$ cat config.mk
export PLATFORM = sky130hd
export DESIGN_NAME = proximity_hysteresis_verdict_flat
export DESIGN_NICKNAME = d
export VERILOG_FILES = /design/src/design/pxv_pkg.sv /design/src/design/pxv_if.sv /design/src/design/proximity_hysteresis_verdict.sv /design/src/flat_wrapper.sv
export SDC_FILE = /design/constraint.sdc
export NUM_CORES = 1
export LEC_CHECK = 0
export BUFFER_PORTS_ARGS = -buffer_cell sky130_fd_sc_hd__buf_2
export CORE_MARGIN = 2
export CORE_UTILIZATION = 30
export DETAILED_ROUTE_END_ITERATION = 12
export HOLD_SLACK_MARGIN = 0.02
export PLACE_DENSITY_LB_ADDON = 0.15
export SYNTH_ARGS = -nofsm -noshare
export SYNTH_HDL_FRONTEND = slang
export SYNTH_SLANG_ARGS = --single-unit
$ cat constraint.sdc
create_clock -name clk -period 5.2 [get_ports clk]
set_input_delay 1.56 -clock clk [delete_from_list [all_inputs] [get_ports clk]]
set_output_delay 1.56 -clock clk [all_outputs]
set_load 0.005 [all_outputs]
$ cat src/design/pxv_pkg.sv
// Shared widths, defaults and codes for the proximity hysteresis verdict block.
package pxv_pkg;

  localparam int unsigned DIST_W = 16;
  localparam int unsigned CNT_W  = 8;
  localparam int unsigned CRIT_W = 2;
  localparam int unsigned DATA_W = 32;
  localparam int unsigned ADDR_W = 3;

  localparam logic [CNT_W-1:0]  CNT_MAX         = '1;
  localparam logic [DIST_W-1:0] NEAR_DEFAULT_CM = 16'd150;
  localparam logic [DIST_W-1:0] AWAY_DEFAULT_CM = 16'd300;
  localparam logic [DIST_W:0]   BAND_GAP_CM     = 17'd50;

  // Register index, taken from paddr[2].
  typedef enum logic {
    REG_NEAR_THRESHOLD = 1'b0,
    REG_AWAY_THRESHOLD = 1'b1
  } reg_index_t;

  typedef enum logic [CRIT_W-1:0] {
    CRIT_STAY_NEAR  = 2'd0,
    CRIT_GET_AWAY   = 2'd1,
    CRIT_PHONE_AWAY = 2'd2,
    CRIT_OTHER      = 2'd3
  } criterion_t;

endpackage

$ cat src/design/pxv_if.sv
// Valid/ready channel interfaces for measurement requests and verdict results.
interface pxv_meas_if;
  logic                             valid;
  logic                             ready;
  logic                             measure_ok;
  logic [pxv_pkg::DIST_W-1:0]       range_cm;
  logic [pxv_pkg::CRIT_W-1:0]       criterion;

  modport source (output valid, measure_ok, range_cm, criterion, input ready);
  modport sink   (input valid, measure_ok, range_cm, criterion, output ready);
endinterface

interface pxv_result_if;
  logic valid;
  logic ready;
  logic criterion_met;
  logic is_near;
  logic verdict_valid;
  logic in_failsafe;

  modport source (output valid, criterion_met, is_near, verdict_valid, in_failsafe,
                  input ready);
  modport sink   (input valid, criterion_met, is_near, verdict_valid, in_failsafe,
                  output ready);
endinterface

$ cat src/design/proximity_hysteresis_verdict.sv
// Proximity verdict with hysteresis thresholds, dwell debounce and abstain failsafe.
// An accepted request passes through the input register, then the result register;
// the run counters are updated as a request leaves the input register.
// Throughput: one request per cycle, limited only by the result channel's ready.
// Reset (synchronous, active high) clears the verdict, the run counters and both
// pipeline valids, and loads the thresholds with 150 cm and 300 cm.
module proximity_hysteresis_verdict #(
  parameter int unsigned NEAR_HOLD     = 3,
  parameter int unsigned AWAY_HOLD     = 6,
  parameter int unsigned ABSTAIN_LIMIT = 10,
  parameter int unsigned THRESH_MIN_CM = 30,
  parameter int unsigned THRESH_MAX_CM = 2000
) (
  input  logic                          clk,
  input  logic                          rst,
  pxv_meas_if.sink                      meas,
  pxv_result_if.source                  verdict,
  input  logic                          psel,
  input  logic                          penable,
  input  logic                          pwrite,
  input  logic [pxv_pkg::ADDR_W-1:0]    paddr,
  input  logic [pxv_pkg::DATA_W-1:0]    pwdata,
  output logic [pxv_pkg::DATA_W-1:0]    prdata,
  output logic                          pready
);

  localparam logic [pxv_pkg::CNT_W-1:0]  NearHold     = pxv_pkg::CNT_W'(NEAR_HOLD);
  localparam logic [pxv_pkg::CNT_W-1:0]  AwayHold     = pxv_pkg::CNT_W'(AWAY_HOLD);
  localparam logic [pxv_pkg::CNT_W-1:0]  AbstainLimit = pxv_pkg::CNT_W'(ABSTAIN_LIMIT);
  localparam logic [pxv_pkg::DIST_W-1:0] ThreshMin    = pxv_pkg::DIST_W'(THRESH_MIN_CM);
  localparam logic [pxv_pkg::DIST_W-1:0] ThreshMax    = pxv_pkg::DIST_W'(THRESH_MAX_CM);

  // Configuration registers.
  logic [pxv_pkg::DIST_W-1:0] near_threshold_cm;
  logic [pxv_pkg::DIST_W-1:0] away_threshold_cm;
  pxv_pkg::reg_index_t        reg_index;
  logic                       cfg_write;

  assign pready    = 1'b1;
  assign reg_index = pxv_pkg::reg_index_t'(paddr[2]);
  assign cfg_write = psel && penable && pwrite && pready;

  always_ff @(posedge clk) begin
    if (rst) begin
      near_threshold_cm <= pxv_pkg::NEAR_DEFAULT_CM;
      away_threshold_cm <= pxv_pkg::AWAY_DEFAULT_CM;
    end else if (cfg_write) begin
      unique case (reg_index)
        pxv_pkg::REG_NEAR_THRESHOLD: near_threshold_cm <= pwdata[pxv_pkg::DIST_W-1:0];
        pxv_pkg::REG_AWAY_THRESHOLD: away_threshold_cm <= pwdata[pxv_pkg::DIST_W-1:0];
        default: ;
      endcase
    end
  end

  always_comb begin
    unique case (reg_index)
      pxv_pkg::REG_NEAR_THRESHOLD:
        prdata = {{(pxv_pkg::DATA_W-pxv_pkg::DIST_W){1'b0}}, near_threshold_cm};
      pxv_pkg::REG_AWAY_THRESHOLD:
        prdata = {{(pxv_pkg::DATA_W-pxv_pkg::DIST_W){1'b0}}, away_threshold_cm};
      default: prdata = '0;
    endcase
  end

  // Effective thresholds; the away side carries one extra bit for near plus the gap.
  logic [pxv_pkg::DIST_W-1:0] near_sel;
  logic [pxv_pkg::DIST_W-1:0] away_sel;
  logic [pxv_pkg::DIST_W-1:0] near_eff;
  logic [pxv_pkg::DIST_W:0]   away_eff;

  always_comb begin
    near_sel = (near_threshold_cm != '0) ? near_threshold_cm : pxv_pkg::NEAR_DEFAULT_CM;
    away_sel = (away_threshold_cm != '0) ? away_threshold_cm : pxv_pkg::AWAY_DEFAULT_CM;
    near_eff = (near_sel < ThreshMin) ? ThreshMin : near_sel;
    if (away_sel > ThreshMax) begin
      away_sel = ThreshMax;
    end
    if (away_sel <= near_eff) begin
      away_eff = {1'b0, near_eff} + pxv_pkg::BAND_GAP_CM;
    end else begin
      away_eff = {1'b0, away_sel};
    end
  end

  // Input register.
  logic                       s1_valid;
  logic                       s1_ok;
  logic [pxv_pkg::DIST_W-1:0] s1_dist;
  logic [pxv_pkg::CRIT_W-1:0] s1_crit;
  logic                       s1_adv;

  assign s1_adv     = s1_valid && (!verdict.valid || verdict.ready);
  assign meas.ready = !s1_valid || s1_adv;

  always_ff @(posedge clk) begin
    if (rst) begin
      s1_valid <= 1'b0;
    end else if (meas.ready) begin
      s1_valid <= meas.valid;
    end
  end

  always_ff @(posedge clk) begin
    if (meas.valid && meas.ready) begin
      s1_ok   <= meas.measure_ok;
      s1_dist <= meas.range_cm;
      s1_crit <= meas.criterion;
    end
  end

  // Run counters and verdict.
  logic                      verdict_near;
  logic                      verdict_seen;
  logic [pxv_pkg::CNT_W-1:0] near_count;
  logic [pxv_pkg::CNT_W-1:0] away_count;
  logic [pxv_pkg::CNT_W-1:0] abstain_count;
  logic                      verdict_near_next;
  logic                      verdict_seen_next;
  logic [pxv_pkg::CNT_W-1:0] near_count_next;
  logic [pxv_pkg::CNT_W-1:0] away_count_next;
  logic [pxv_pkg::CNT_W-1:0] abstain_count_next;
  logic                      failsafe;
  logic                      met;

  always_comb begin
    verdict_near_next  = verdict_near;
    verdict_seen_next  = verdict_seen;
    near_count_next    = near_count;
    away_count_next    = away_count;
    abstain_count_next = abstain_count;
    if (!s1_ok) begin
      if (abstain_count != pxv_pkg::CNT_MAX) begin
        abstain_count_next = abstain_count + 1'b1;
      end
    end else begin
      abstain_count_next = '0;
      priority if (s1_dist < near_eff) begin
        away_count_next = '0;
        if (near_count != pxv_pkg::CNT_MAX) begin
          near_count_next = near_count + 1'b1;
        end
        if (near_count_next >= NearHold) begin
          verdict_near_next = 1'b1;
          verdict_seen_next = 1'b1;
        end
      end else if ({1'b0, s1_dist} > away_eff) begin
        near_count_next = '0;
        if (away_count != pxv_pkg::CNT_MAX) begin
          away_count_next = away_count + 1'b1;
        end
        if (away_count_next >= AwayHold) begin
          verdict_near_next = 1'b0;
          verdict_seen_next = 1'b1;
        end
      end else begin
        near_count_next = '0;
        away_count_next = '0;
      end
    end

    failsafe = abstain_count_next > AbstainLimit;
    if (failsafe || !verdict_seen_next) begin
      met = (pxv_pkg::criterion_t'(s1_crit) != pxv_pkg::CRIT_STAY_NEAR);
    end else begin
      unique case (pxv_pkg::criterion_t'(s1_crit))
        pxv_pkg::CRIT_STAY_NEAR:  met = verdict_near_next;
        pxv_pkg::CRIT_GET_AWAY:   met = !verdict_near_next;
        pxv_pkg::CRIT_PHONE_AWAY: met = !verdict_near_next;
        pxv_pkg::CRIT_OTHER:      met = 1'b1;
        default:                  met = 1'b1;
      endcase
    end
  end

  always_ff @(posedge clk) begin
    if (rst) begin
      verdict_near  <= 1'b0;
      verdict_seen  <= 1'b0;
      near_count    <= '0;
      away_count    <= '0;
      abstain_count <= '0;
    end else if (s1_adv) begin
      verdict_near  <= verdict_near_next;
      verdict_seen  <= verdict_seen_next;
      near_count    <= near_count_next;
      away_count    <= away_count_next;
      abstain_count <= abstain_count_next;
    end
  end

  // Result register.
  always_ff @(posedge clk) begin
    if (rst) begin
      verdict.valid <= 1'b0;
    end else if (s1_adv) begin
      verdict.valid <= 1'b1;
    end else if (verdict.ready) begin
      verdict.valid <= 1'b0;
    end
  end

  always_ff @(posedge clk) begin
    if (s1_adv) begin
      verdict.criterion_met <= met;
      verdict.is_near       <= verdict_near_next;
      verdict.verdict_valid <= verdict_seen_next;
      verdict.in_failsafe   <= failsafe;
    end
  end

`ifndef ASSERT_OFF
  a_near_needs_seen: assert property (@(posedge clk) disable iff (rst)
    verdict_near |-> verdict_seen)
    else $error("near verdict without any reached dwell");

  a_runs_exclusive: assert property (@(posedge clk) disable iff (rst)
    !(near_count != '0 && away_count != '0))
    else $error("near and away runs both nonzero");

  a_ok_clears_abstain: assert property (@(posedge clk) disable iff (rst)
    (s1_adv && s1_ok) |=> (abstain_count == '0 && !verdict.in_failsafe))
    else $error("valid measurement left abstain run or failsafe set");

  a_result_follows: assert property (@(posedge clk) disable iff (rst)
    s1_adv |=> verdict.valid)
    else $error("advanced request produced no result");
`endif

endmodule

$ cat src/flat_wrapper.sv
// flat-port wrapper written by rule: the top's interface ports become plain ports
module proximity_hysteresis_verdict_flat 
#(
  parameter int unsigned NEAR_HOLD     = 3,
  parameter int unsigned AWAY_HOLD     = 6,
  parameter int unsigned ABSTAIN_LIMIT = 10,
  parameter int unsigned THRESH_MIN_CM = 30,
  parameter int unsigned THRESH_MAX_CM = 2000
)
  (clk, rst, psel, penable, pwrite, paddr, pwdata, prdata, pready, meas_valid, meas_measure_ok, meas_range_cm, meas_criterion, meas_ready, verdict_valid, verdict_criterion_met, verdict_is_near, verdict_verdict_valid, verdict_in_failsafe, verdict_ready);
  pxv_meas_if meas_i ();
  pxv_result_if verdict_i ();
  input  logic clk;
  input  logic rst;
  input  logic psel;
  input  logic penable;
  input  logic pwrite;
  input  logic [pxv_pkg::ADDR_W-1:0] paddr;
  input  logic [pxv_pkg::DATA_W-1:0] pwdata;
  output logic [pxv_pkg::DATA_W-1:0] prdata;
  output logic pready;
  input wire logic [$bits(meas_i.valid)-1:0] meas_valid;
  input wire logic [$bits(meas_i.measure_ok)-1:0] meas_measure_ok;
  input wire logic [$bits(meas_i.range_cm)-1:0] meas_range_cm;
  input wire logic [$bits(meas_i.criterion)-1:0] meas_criterion;
  output wire logic [$bits(meas_i.ready)-1:0] meas_ready;
  output wire logic [$bits(verdict_i.valid)-1:0] verdict_valid;
  output wire logic [$bits(verdict_i.criterion_met)-1:0] verdict_criterion_met;
  output wire logic [$bits(verdict_i.is_near)-1:0] verdict_is_near;
  output wire logic [$bits(verdict_i.verdict_valid)-1:0] verdict_verdict_valid;
  output wire logic [$bits(verdict_i.in_failsafe)-1:0] verdict_in_failsafe;
  input wire logic [$bits(verdict_i.ready)-1:0] verdict_ready;
  assign meas_i.valid = meas_valid;
  assign meas_i.measure_ok = meas_measure_ok;
  assign meas_i.range_cm = meas_range_cm;
  assign meas_i.criterion = meas_criterion;
  assign meas_ready = meas_i.ready;
  assign verdict_valid = verdict_i.valid;
  assign verdict_criterion_met = verdict_i.criterion_met;
  assign verdict_is_near = verdict_i.is_near;
  assign verdict_verdict_valid = verdict_i.verdict_valid;
  assign verdict_in_failsafe = verdict_i.in_failsafe;
  assign verdict_i.ready = verdict_ready;
  proximity_hysteresis_verdict #(.NEAR_HOLD(NEAR_HOLD), .AWAY_HOLD(AWAY_HOLD), .ABSTAIN_LIMIT(ABSTAIN_LIMIT), .THRESH_MIN_CM(THRESH_MIN_CM), .THRESH_MAX_CM(THRESH_MAX_CM)) u_core (.clk(clk), .rst(rst), .meas(meas_i), .verdict(verdict_i), .psel(psel), .penable(penable), .pwrite(pwrite), .paddr(paddr), .pwdata(pwdata), .prdata(prdata), .pready(pready));
endmodule
# After elaboration in Yosys (flattened, before gate mapping)
# Index checks and enable logic that the tools add are counted.
[totals]
ff_bits = 83
[classes]
n_reduce_logical = 20
n_eq_ne = 6
bitwise = 1
n_mux = 32
add_sub_neg = 4
order_cmp = 8
[ops]
columns = ["cell", "count"]
rows = [
  ["8-bit 2-to-1 mux", 12],
  ["16-bit 2-to-1 mux", 4],
  ["32-bit case mux with 2 select lines", 1],
  ["16-bit nonzero test", 2],
  ["8-bit by 1-bit adder with 8-bit output (second input constant)", 3],
  ["8-bit inequality test (second input constant)", 3],
  ["16-bit by 6-bit adder with 17-bit output (second input constant)", 1],
  ["16-bit by 17-bit greater-than comparator with 1-bit output", 1],
  ["17-bit 2-to-1 mux", 1],
  ["16-bit by 11-bit greater-than comparator with 1-bit output (second input constant)", 1],
  ["16-bit <= comparator", 1],
  ["16-bit < comparator", 1],
  ["16-bit by 5-bit < comparator with 1-bit output (second input constant)", 1],
  ["1-bit 2-to-1 mux", 13],
  ["8-bit by 2-bit >= comparator with 1-bit output (second input constant)", 1],
  ["8-bit by 3-bit >= comparator with 1-bit output (second input constant)", 1],
  ["8-bit by 4-bit greater-than comparator with 1-bit output (second input constant)", 1],
  ["2-bit AND reduction", 3],
  ["2-bit == test (second input constant)", 2],
  ["1-bit logical AND", 4],
  ["1-bit logical NOT", 4],
  ["2-bit nonzero test", 2],
  ["1-bit logical OR", 3],
  ["1-bit case mux with 3 select lines", 1],
  ["4 further kinds", 4],
]

# Logic depth before layout (Yosys ltp)
[depth]
depth_word = 18
depth_mapped = 23

# Worst setup path after synthesis
# Ideal clock, no wire load.
[synth_timing]
kind = "register to register"
startpoint = "register u_core.near_threshold_cm[10] (netlist name)"
endpoint = "register u_core.verdict.criterion_met, data pin"
arrival_ns = 5.124
stages_incl_launch_ff = 22
path_buffers = 2
synth_period_minus_slack_ns = 5.377
setup_slack_ns = -0.177
cell_sequence = "dfxtp_1 -> or4_4 -> nor4_4 -> and2_1 -> buf_2 -> nor2_1 -> ha_1 -> nor2b_1 -> o211ai_1 -> a21oi_1 -> a211o_1 -> a31oi_1 -> clkbuf_1 -> nand2_1 -> ha_1 -> nand4_1 -> nor4_1 -> a221o_1 -> o2111ai_4 -> o32a_4 -> o22a_1 -> a21o_1"
[synth_via]
elab_chain_cells = 13
word_cells_on_any_way = 20
cone_classes = "add/sub (1); order compare (4); mux (11); reduce/logical (4)"
[synth_lines]
columns = ["item", "line_no", "text"]
rows = [
  ["from (decl)", "proximity_hysteresis_verdict.sv:34", "logic [pxv_pkg::DIST_W-1:0] near_threshold_cm;"],
  ["from (signal assigned)", "proximity_hysteresis_verdict.sv:45", "near_threshold_cm <= pxv_pkg::NEAR_DEFAULT_CM;"],
  ["from (signal assigned)", "proximity_hysteresis_verdict.sv:49", "pxv_pkg::REG_NEAR_THRESHOLD: near_threshold_cm <= pwdata[pxv_pkg::DIST_W-1:0];"],
  ["16-bit nonzero test", "proximity_hysteresis_verdict.sv:73", "near_sel = (near_threshold_cm != '0) ? near_threshold_cm : pxv_pkg::NEAR_DEFAULT_CM;"],
  ["16-bit 2-to-1 mux *", "proximity_hysteresis_verdict.sv:73", ""],
  ["16-bit by 5-bit < comparator with 1-bit output", "proximity_hysteresis_verdict.sv:75", "near_eff = (near_sel < ThreshMin) ? ThreshMin : near_sel;"],
  ["16-bit 2-to-1 mux *", "proximity_hysteresis_verdict.sv:75", ""],
  ["16-bit by 6-bit adder with 17-bit output / 16-bit <= comparator (equally long branches)", "proximity_hysteresis_verdict.sv:80, proximity_hysteresis_verdict.sv:79", ""],
  ["17-bit 2-to-1 mux", "proximity_hysteresis_verdict.sv:79", "if (away_sel <= near_eff) begin"],
  ["16-bit by 17-bit greater-than comparator with 1-bit output", "proximity_hysteresis_verdict.sv:147", "end else if ({1'b0, s1_dist} > away_eff) begin"],
  ["1-bit 2-to-1 mux", "proximity_hysteresis_verdict.sv:147", ""],
  ["1-bit 2-to-1 mux *", "proximity_hysteresis_verdict.sv:138", "priority if (s1_dist < near_eff) begin"],
  ["1-bit 2-to-1 mux *", "proximity_hysteresis_verdict.sv:132", "if (!s1_ok) begin"],
  ["net u_core.verdict_near_next", "proximity_hysteresis_verdict.sv:118", "logic verdict_near_next;"],
  ["1-bit logical NOT", "proximity_hysteresis_verdict.sv:168, proximity_hysteresis_verdict.sv:169", ""],
  ["1-bit case mux with 3 select lines *", "proximity_hysteresis_verdict.sv:166", "unique case (pxv_pkg::criterion_t'(s1_crit))"],
  ["1-bit 2-to-1 mux *", "proximity_hysteresis_verdict.sv:163", "if (failsafe || !verdict_seen_next) begin"],
  ["net u_core.met", "proximity_hysteresis_verdict.sv:124", "logic met;"],
  ["to (signal assigned)", "proximity_hysteresis_verdict.sv:205", "verdict.criterion_met <= met;"],
  ["to (decl)", "pxv_if.sv:21", "modport source (output valid, criterion_met, is_near, verdict_valid, in_failsafe,"],
]
# Mark *: on every way through the listed nets, which the timed path passes. The rest lies on a longest branch.
# A chain may end at the register's enable or synchronous reset.

# Worst setup path in the final report
[layout_timing]
startpoint = "register u_core.away_threshold_cm[12] (netlist name)"
endpoint = "register u_core.verdict.criterion_met, data pin"
[layout_via]
elab_chain_cells = 13
word_cells_on_any_way = 18
cone_classes = "order compare (3); mux (11); reduce/logical (4)"
[layout_lines]
columns = ["item", "line_no", "text"]
rows = [
  ["from (decl)", "proximity_hysteresis_verdict.sv:35", "logic [pxv_pkg::DIST_W-1:0] away_threshold_cm;"],
  ["from (signal assigned)", "proximity_hysteresis_verdict.sv:46", "away_threshold_cm <= pxv_pkg::AWAY_DEFAULT_CM;"],
  ["from (signal assigned)", "proximity_hysteresis_verdict.sv:50", "pxv_pkg::REG_AWAY_THRESHOLD: away_threshold_cm <= pwdata[pxv_pkg::DIST_W-1:0];"],
  ["16-bit nonzero test", "proximity_hysteresis_verdict.sv:74", "away_sel = (away_threshold_cm != '0) ? away_threshold_cm : pxv_pkg::AWAY_DEFAULT_CM;"],
  ["16-bit 2-to-1 mux *", "proximity_hysteresis_verdict.sv:74", ""],
  ["16-bit by 11-bit greater-than comparator with 1-bit output", "proximity_hysteresis_verdict.sv:76", "if (away_sel > ThreshMax) begin"],
  ["16-bit 2-to-1 mux *", "proximity_hysteresis_verdict.sv:76", ""],
  ["16-bit <= comparator", "proximity_hysteresis_verdict.sv:79", ""],
  ["17-bit 2-to-1 mux *", "proximity_hysteresis_verdict.sv:79", ""],
  ["16-bit by 17-bit greater-than comparator with 1-bit output *", "proximity_hysteresis_verdict.sv:147", ""],
  ["1-bit 2-to-1 mux *", "proximity_hysteresis_verdict.sv:147", ""],
  ["1-bit 2-to-1 mux *", "proximity_hysteresis_verdict.sv:138", ""],
  ["1-bit 2-to-1 mux *", "proximity_hysteresis_verdict.sv:132", ""],
  ["net u_core.verdict_near_next", "proximity_hysteresis_verdict.sv:118", ""],
  ["1-bit logical NOT", "proximity_hysteresis_verdict.sv:168, proximity_hysteresis_verdict.sv:169", ""],
  ["1-bit case mux with 3 select lines *", "proximity_hysteresis_verdict.sv:166", ""],
  ["1-bit 2-to-1 mux *", "proximity_hysteresis_verdict.sv:163", ""],
  ["net u_core.met", "proximity_hysteresis_verdict.sv:124", ""],
]
# Marked as above.

==> results.tsv <==
stage	metric	value	unit
critical_path	maximum fanout along the worst path	7	
clocking	TritonCTS clock tree	yes	
critical_path	Worst Path Arrival	5110	ps
sta	maximum operating frequency	200	MHz
detailed_routing	uppermost metal layer occupied by signal nets	met4	
layout	number of standard cells in the final layout excluding fillers	1018	
global_routing	total global routing track utilization	16.2	%
clocking	number of clock sinks	83	
synthesis	Synth Area in XOR/XNOR	2.03	%
synthesis	synthesis-stage register bit count	83	
synthesis	Post-Synth Simple-Gate Area	24.4	%
detailed_routing	Remaining DRCs	0	
sta	Max-Slew Margin vs Limit	21.8	%
detailed_routing	post-detailed-route via-to-cell ratio	5.19	
floorplan	DIE AREA	19800	µm²
synthesis	multiplexer area fraction after synthesis	2.30	%
clocking	number of clock buffers inserted by TritonCTS	9	
floorplan	# IOs	100	
layout	Synth-to-Final Area Change	24.5	%
synthesis	Post-Syn Instances	685	
global_routing	antenna violations before repair	0	
layout	Antenna Diode Count	0	
layout	final standard cell utilization of the core	38.4	%
run_status	status	completed	
clocking	H-Tree Depth	3	
detailed_routing	drt first pass iters	4	
clocking	clock slew at the register clock pins of the worst setup and hold paths	60	ps
synthesis	top_reg_cell synth	sky130_fd_sc_hd__dfxtp_1	
layout	number of nets in the finished design	900	
global_routing	global-route congestion overflow total	0	
detailed_routing	DR WL/cell	16.0	µm
clocking	maximum root-to-sink buffer count	2	
power_and_ir_drop	Max rail drop VDD	0.155	mV
global_routing	vias in the first global route	5230	
sta	final setup violation count	0	
detailed_routing	Detail Route met2 WL	8650	µm
clocking	insertion delay of the later-clocked pin in the worst-skew pair	350	ps
placement	pre-CTS WS	-54.9	ps
job	number of violations of the max-capacitance limit	0	
sta	final total negative setup slack	0	ps
synthesis	area fraction in compound gates after synthesis	19.2	%
floorplan	initial cell density of the core	30.9	%
power_and_ir_drop	cell leakage power	0.00274	µW
critical_path	Critical path origin	u_core.away_threshold_cm[12]$_SDFFE_PP0P_	
clocking	number of buffers added to fix hold violations after cts	0	
layout	proportion of layout cells with a drive suffix above 1	23.6	%
floorplan	Core Area	18100	µm²
synthesis	mean cell area of the mapped netlist	8.18	µm²
global_routing	maximum number of pins on one net before global-route repair	61	
detailed_routing	number of antenna-violating nets in the routed design	0	
sta	time the final worst path needs with I/O delays and setup	5000	ps
synthesis	count of flip-flops with a built-in enable after synthesis	23	
placement	DPL Wire Length	12000	µm
sta	final hold violations	0	
layout	commonest non-fill, non-tap cell in the layout	sky130_fd_sc_hd__nand2_1	
critical_path	worst path required time	5300	ps
placement	GPL Wtd Cong	0.839	
sta	Final Skew	8.43	ps
synthesis	adder-cell share of the synthesized area	12.1	%
layout	count of fill cells added during filler insertion	1888	
detailed_routing	via total after detailed routing	5283	
global_routing	first-pass GRT wire length	25800	µm
power_and_ir_drop	pwr/cell area	231	nW/µm²
detailed_routing	violation count after the first detailed-routing iteration	262	
critical_path	critical path type	reg2reg	
clocking	Root Buffer	sky130_fd_sc_hd__clkbuf_16	
sta	worst-margin pin slew	1170	ps
synthesis	post-synthesis instance area	5600	µm²
critical_path	Reg2Reg Setup Slack	200	ps
critical_path	reg-to-reg endpoint	u_core.verdict.criterion_met$_DFFE_PP_	
worst_hold_path	class of the tightest hold or removal check	reg2reg	
critical_path	startpoint of the lowest-slack register-to-register path	u_core.away_threshold_cm[12]$_SDFFE_PP0P_	
layout	top library cells by usage in the layout, fill and taps aside	sky130_fd_sc_hd__nand2_1 (109), sky130_fd_sc_hd__buf_2 (64), sky130_fd_sc_hd__a21oi_1 (61)	
synthesis	Async SR Flop Fraction	0	%
synthesis	number of distinct standard cells referenced by the synthesized netlist	64	
floorplan	die outline width	141	µm
critical_path	Worst setup EP type	register	
sta	PnR worst setup slack	195	ps
sta	Post-Route Hold Slack	481	ps
floorplan	DIE HEIGHT	141	µm
sta	Max Slew Vio Count	0	
critical_path	critical path launch point type	register	
detailed_routing	wire length on met3	476	µm
placement	quantity of I/O buffers inserted on ports	64	
detailed_routing	post-detailed-routing wire length	16300	µm
synthesis	synth warn	0	
critical_path	crit path to	u_core.verdict.criterion_met$_DFFE_PP_	
floorplan	number of rows created at floorplan	49	
synthesis	largest family of logic cells by synthesized area	simple AND/OR/NAND/NOR gates	
synthesis	sequential element share of the synthesized area	33.8	%
placement	total placed cells including tap cells	992	
critical_path	cells on worst reg2reg path	22	
sta	crit share post-route	96.2	%
detailed_routing	length of routed wiring on met1	6950	µm
sequential cells by signal (all words and copies together), names as in the netlist:
signal,count
u_core.verdict.criterion_met,1
u_core.verdict_seen,1
u_core.verdict.verdict_valid,1
u_core.verdict.is_near,1
u_core.near_threshold_cm,16
u_core.near_count,8
u_core.s1_dist,16
u_core.verdict.in_failsafe,1
u_core.s1_crit,2
u_core.s1_ok,1
u_core.away_count,8
u_core.abstain_count,8
u_core.verdict_near,1
u_core.s1_valid,1
u_core.away_threshold_cm,16
u_core.verdict.valid,1
cells in the mapped netlist, types with 5 or more instances:
cell	instances	area, µm²
sky130_fd_sc_hd__o21a_1	5	37.5
sky130_fd_sc_hd__and2_1	5	31.3
sky130_fd_sc_hd__buf_4	17	128
sky130_fd_sc_hd__a21oi_1	64	320
sky130_fd_sc_hd__nor4_1	7	43.8
sky130_fd_sc_hd__a211oi_1	9	67.6
sky130_fd_sc_hd__nand3_1	20	100
sky130_fd_sc_hd__and3_1	11	68.8
sky130_fd_sc_hd__mux2_2	7	78.8
sky130_fd_sc_hd__nor2_1	42	158
sky130_fd_sc_hd__ha_1	54	676
sky130_fd_sc_hd__dfxtp_1	60	1200
sky130_fd_sc_hd__nand2_1	117	439
sky130_fd_sc_hd__inv_1	26	97.6
sky130_fd_sc_hd__o211ai_1	5	37.5
sky130_fd_sc_hd__mux2i_1	5	50.1
sky130_fd_sc_hd__a31oi_1	12	75.1
sky130_fd_sc_hd__or3_1	5	31.3
sky130_fd_sc_hd__o21ai_0	36	180
sky130_fd_sc_hd__nand4_1	13	81.3
sky130_fd_sc_hd__nand2b_1	9	56.3
sky130_fd_sc_hd__xnor2_1	12	105
sky130_fd_sc_hd__nor2b_1	5	31.3
sky130_fd_sc_hd__nand3b_1	8	60.1
sky130_fd_sc_hd__nor3b_1	5	37.5
sky130_fd_sc_hd__edfxtp_1	23	691
sky130_fd_sc_hd__nor3_1	16	80.1
sky130_fd_sc_hd__clkbuf_1	27	101
routing by layer:
metal	global-route usage, %	up-vias
met1	18.8	2528
met2	30.5	88
li1	-	2651
met5	0	-
met4	4.53	0
met3	2.82	16
cells by family after synthesis:
logic type,after synthesis
AO/OA/AOI/OAI,168
XOR/XNOR,13
adder cells (fa/ha/maj),54
buffers and inverters,74
flip-flops,83
multiplexers,12
other,2
AND/OR/NAND/NOR,279
where the power goes:
part           internal [µW]  leakage, µW  switching [µW]
Sequential               684     0.000711            18.2
Clock                    335     0.000126             269
Combinational            142      0.00190             165
worst min path at each step:
stage                                      startpoint                           endpoint  slack [ps]  depth (start not counted)
global placement    u_core.away_count[1]$_SDFFE_PP0P_  u_core.away_count[1]$_SDFFE_PP0P_         460                          2
detailed placement   u_core.verdict_seen$_SDFFE_PP0P_   u_core.verdict_seen$_SDFFE_PP0P_         470                          2
floorplan            u_core.verdict_seen$_SDFFE_PP0P_   u_core.verdict_seen$_SDFFE_PP0P_         440                          2
CTS                  u_core.verdict_seen$_SDFFE_PP0P_   u_core.verdict_seen$_SDFFE_PP0P_         480                          2
finish               u_core.verdict_seen$_SDFFE_PP0P_   u_core.verdict_seen$_SDFFE_PP0P_         480                          2
global route        u_core.away_count[1]$_SDFFE_PP0P_  u_core.away_count[1]$_SDFFE_PP0P_         510                          2
cell type report:
| cell class | count | area (µm²) | share of cell area (%) |
|---|---|---|---|
| clock buffer | 13 | 250 | 3.59 |
| timing repair buffer | 116 | 756 | 10.8 |
| multi-input combinational | 548 | 3670 | 52.7 |
| inverter | 27 | 101 | 1.45 |
| clock inverter | 2 | 13.8 | 0.197 |
| tap | 229 | 287 | 4.11 |
| sequential | 83 | 1890 | 27.2 |
repair_timing:
action	4_1_cts	5_1_grt
resized for setup	5	54
cloned	0	1
setup endpoints to repair	7	13
buffers inserted	0	10
pin swaps	0	28
critical path, cell delays in order (launching register included):
cell                        delay [ps]
sky130_fd_sc_hd__dfxtp_1           310
sky130_fd_sc_hd__or4_4             550
sky130_fd_sc_hd__buf_4             170
sky130_fd_sc_hd__or4_1             520
sky130_fd_sc_hd__ha_1              310
sky130_fd_sc_hd__nand4_1           100
sky130_fd_sc_hd__nor2_2            180
sky130_fd_sc_hd__buf_4             130
sky130_fd_sc_hd__buf_4             120
sky130_fd_sc_hd__a31oi_4            90
sky130_fd_sc_hd__buf_6             150
sky130_fd_sc_hd__buf_4             130
sky130_fd_sc_hd__o21ai_2           180
sky130_fd_sc_hd__ha_4              230
sky130_fd_sc_hd__a21oi_2           120
sky130_fd_sc_hd__nor2_1             50
sky130_fd_sc_hd__a2111o_1          410
sky130_fd_sc_hd__a221o_1           310
sky130_fd_sc_hd__o2111ai_4         120
sky130_fd_sc_hd__o32a_4            220
sky130_fd_sc_hd__buf_4             100
sky130_fd_sc_hd__o21ai_0            60
sky130_fd_sc_hd__a21o_1            180
stage by stage:
| stage | instance area [µm²] | total power (µW) |
|---|---|---|
| after floorplan | 5700 | 880 |
| after global placement | 6380 | 966 |
| after detailed placement | 6380 | 973 |
| after CTS | 6660 | 1590 |
| after global routing | 6980 | 1690 |
| final | 6980 | 1610 |
Power figures use the tool's default switching activity.
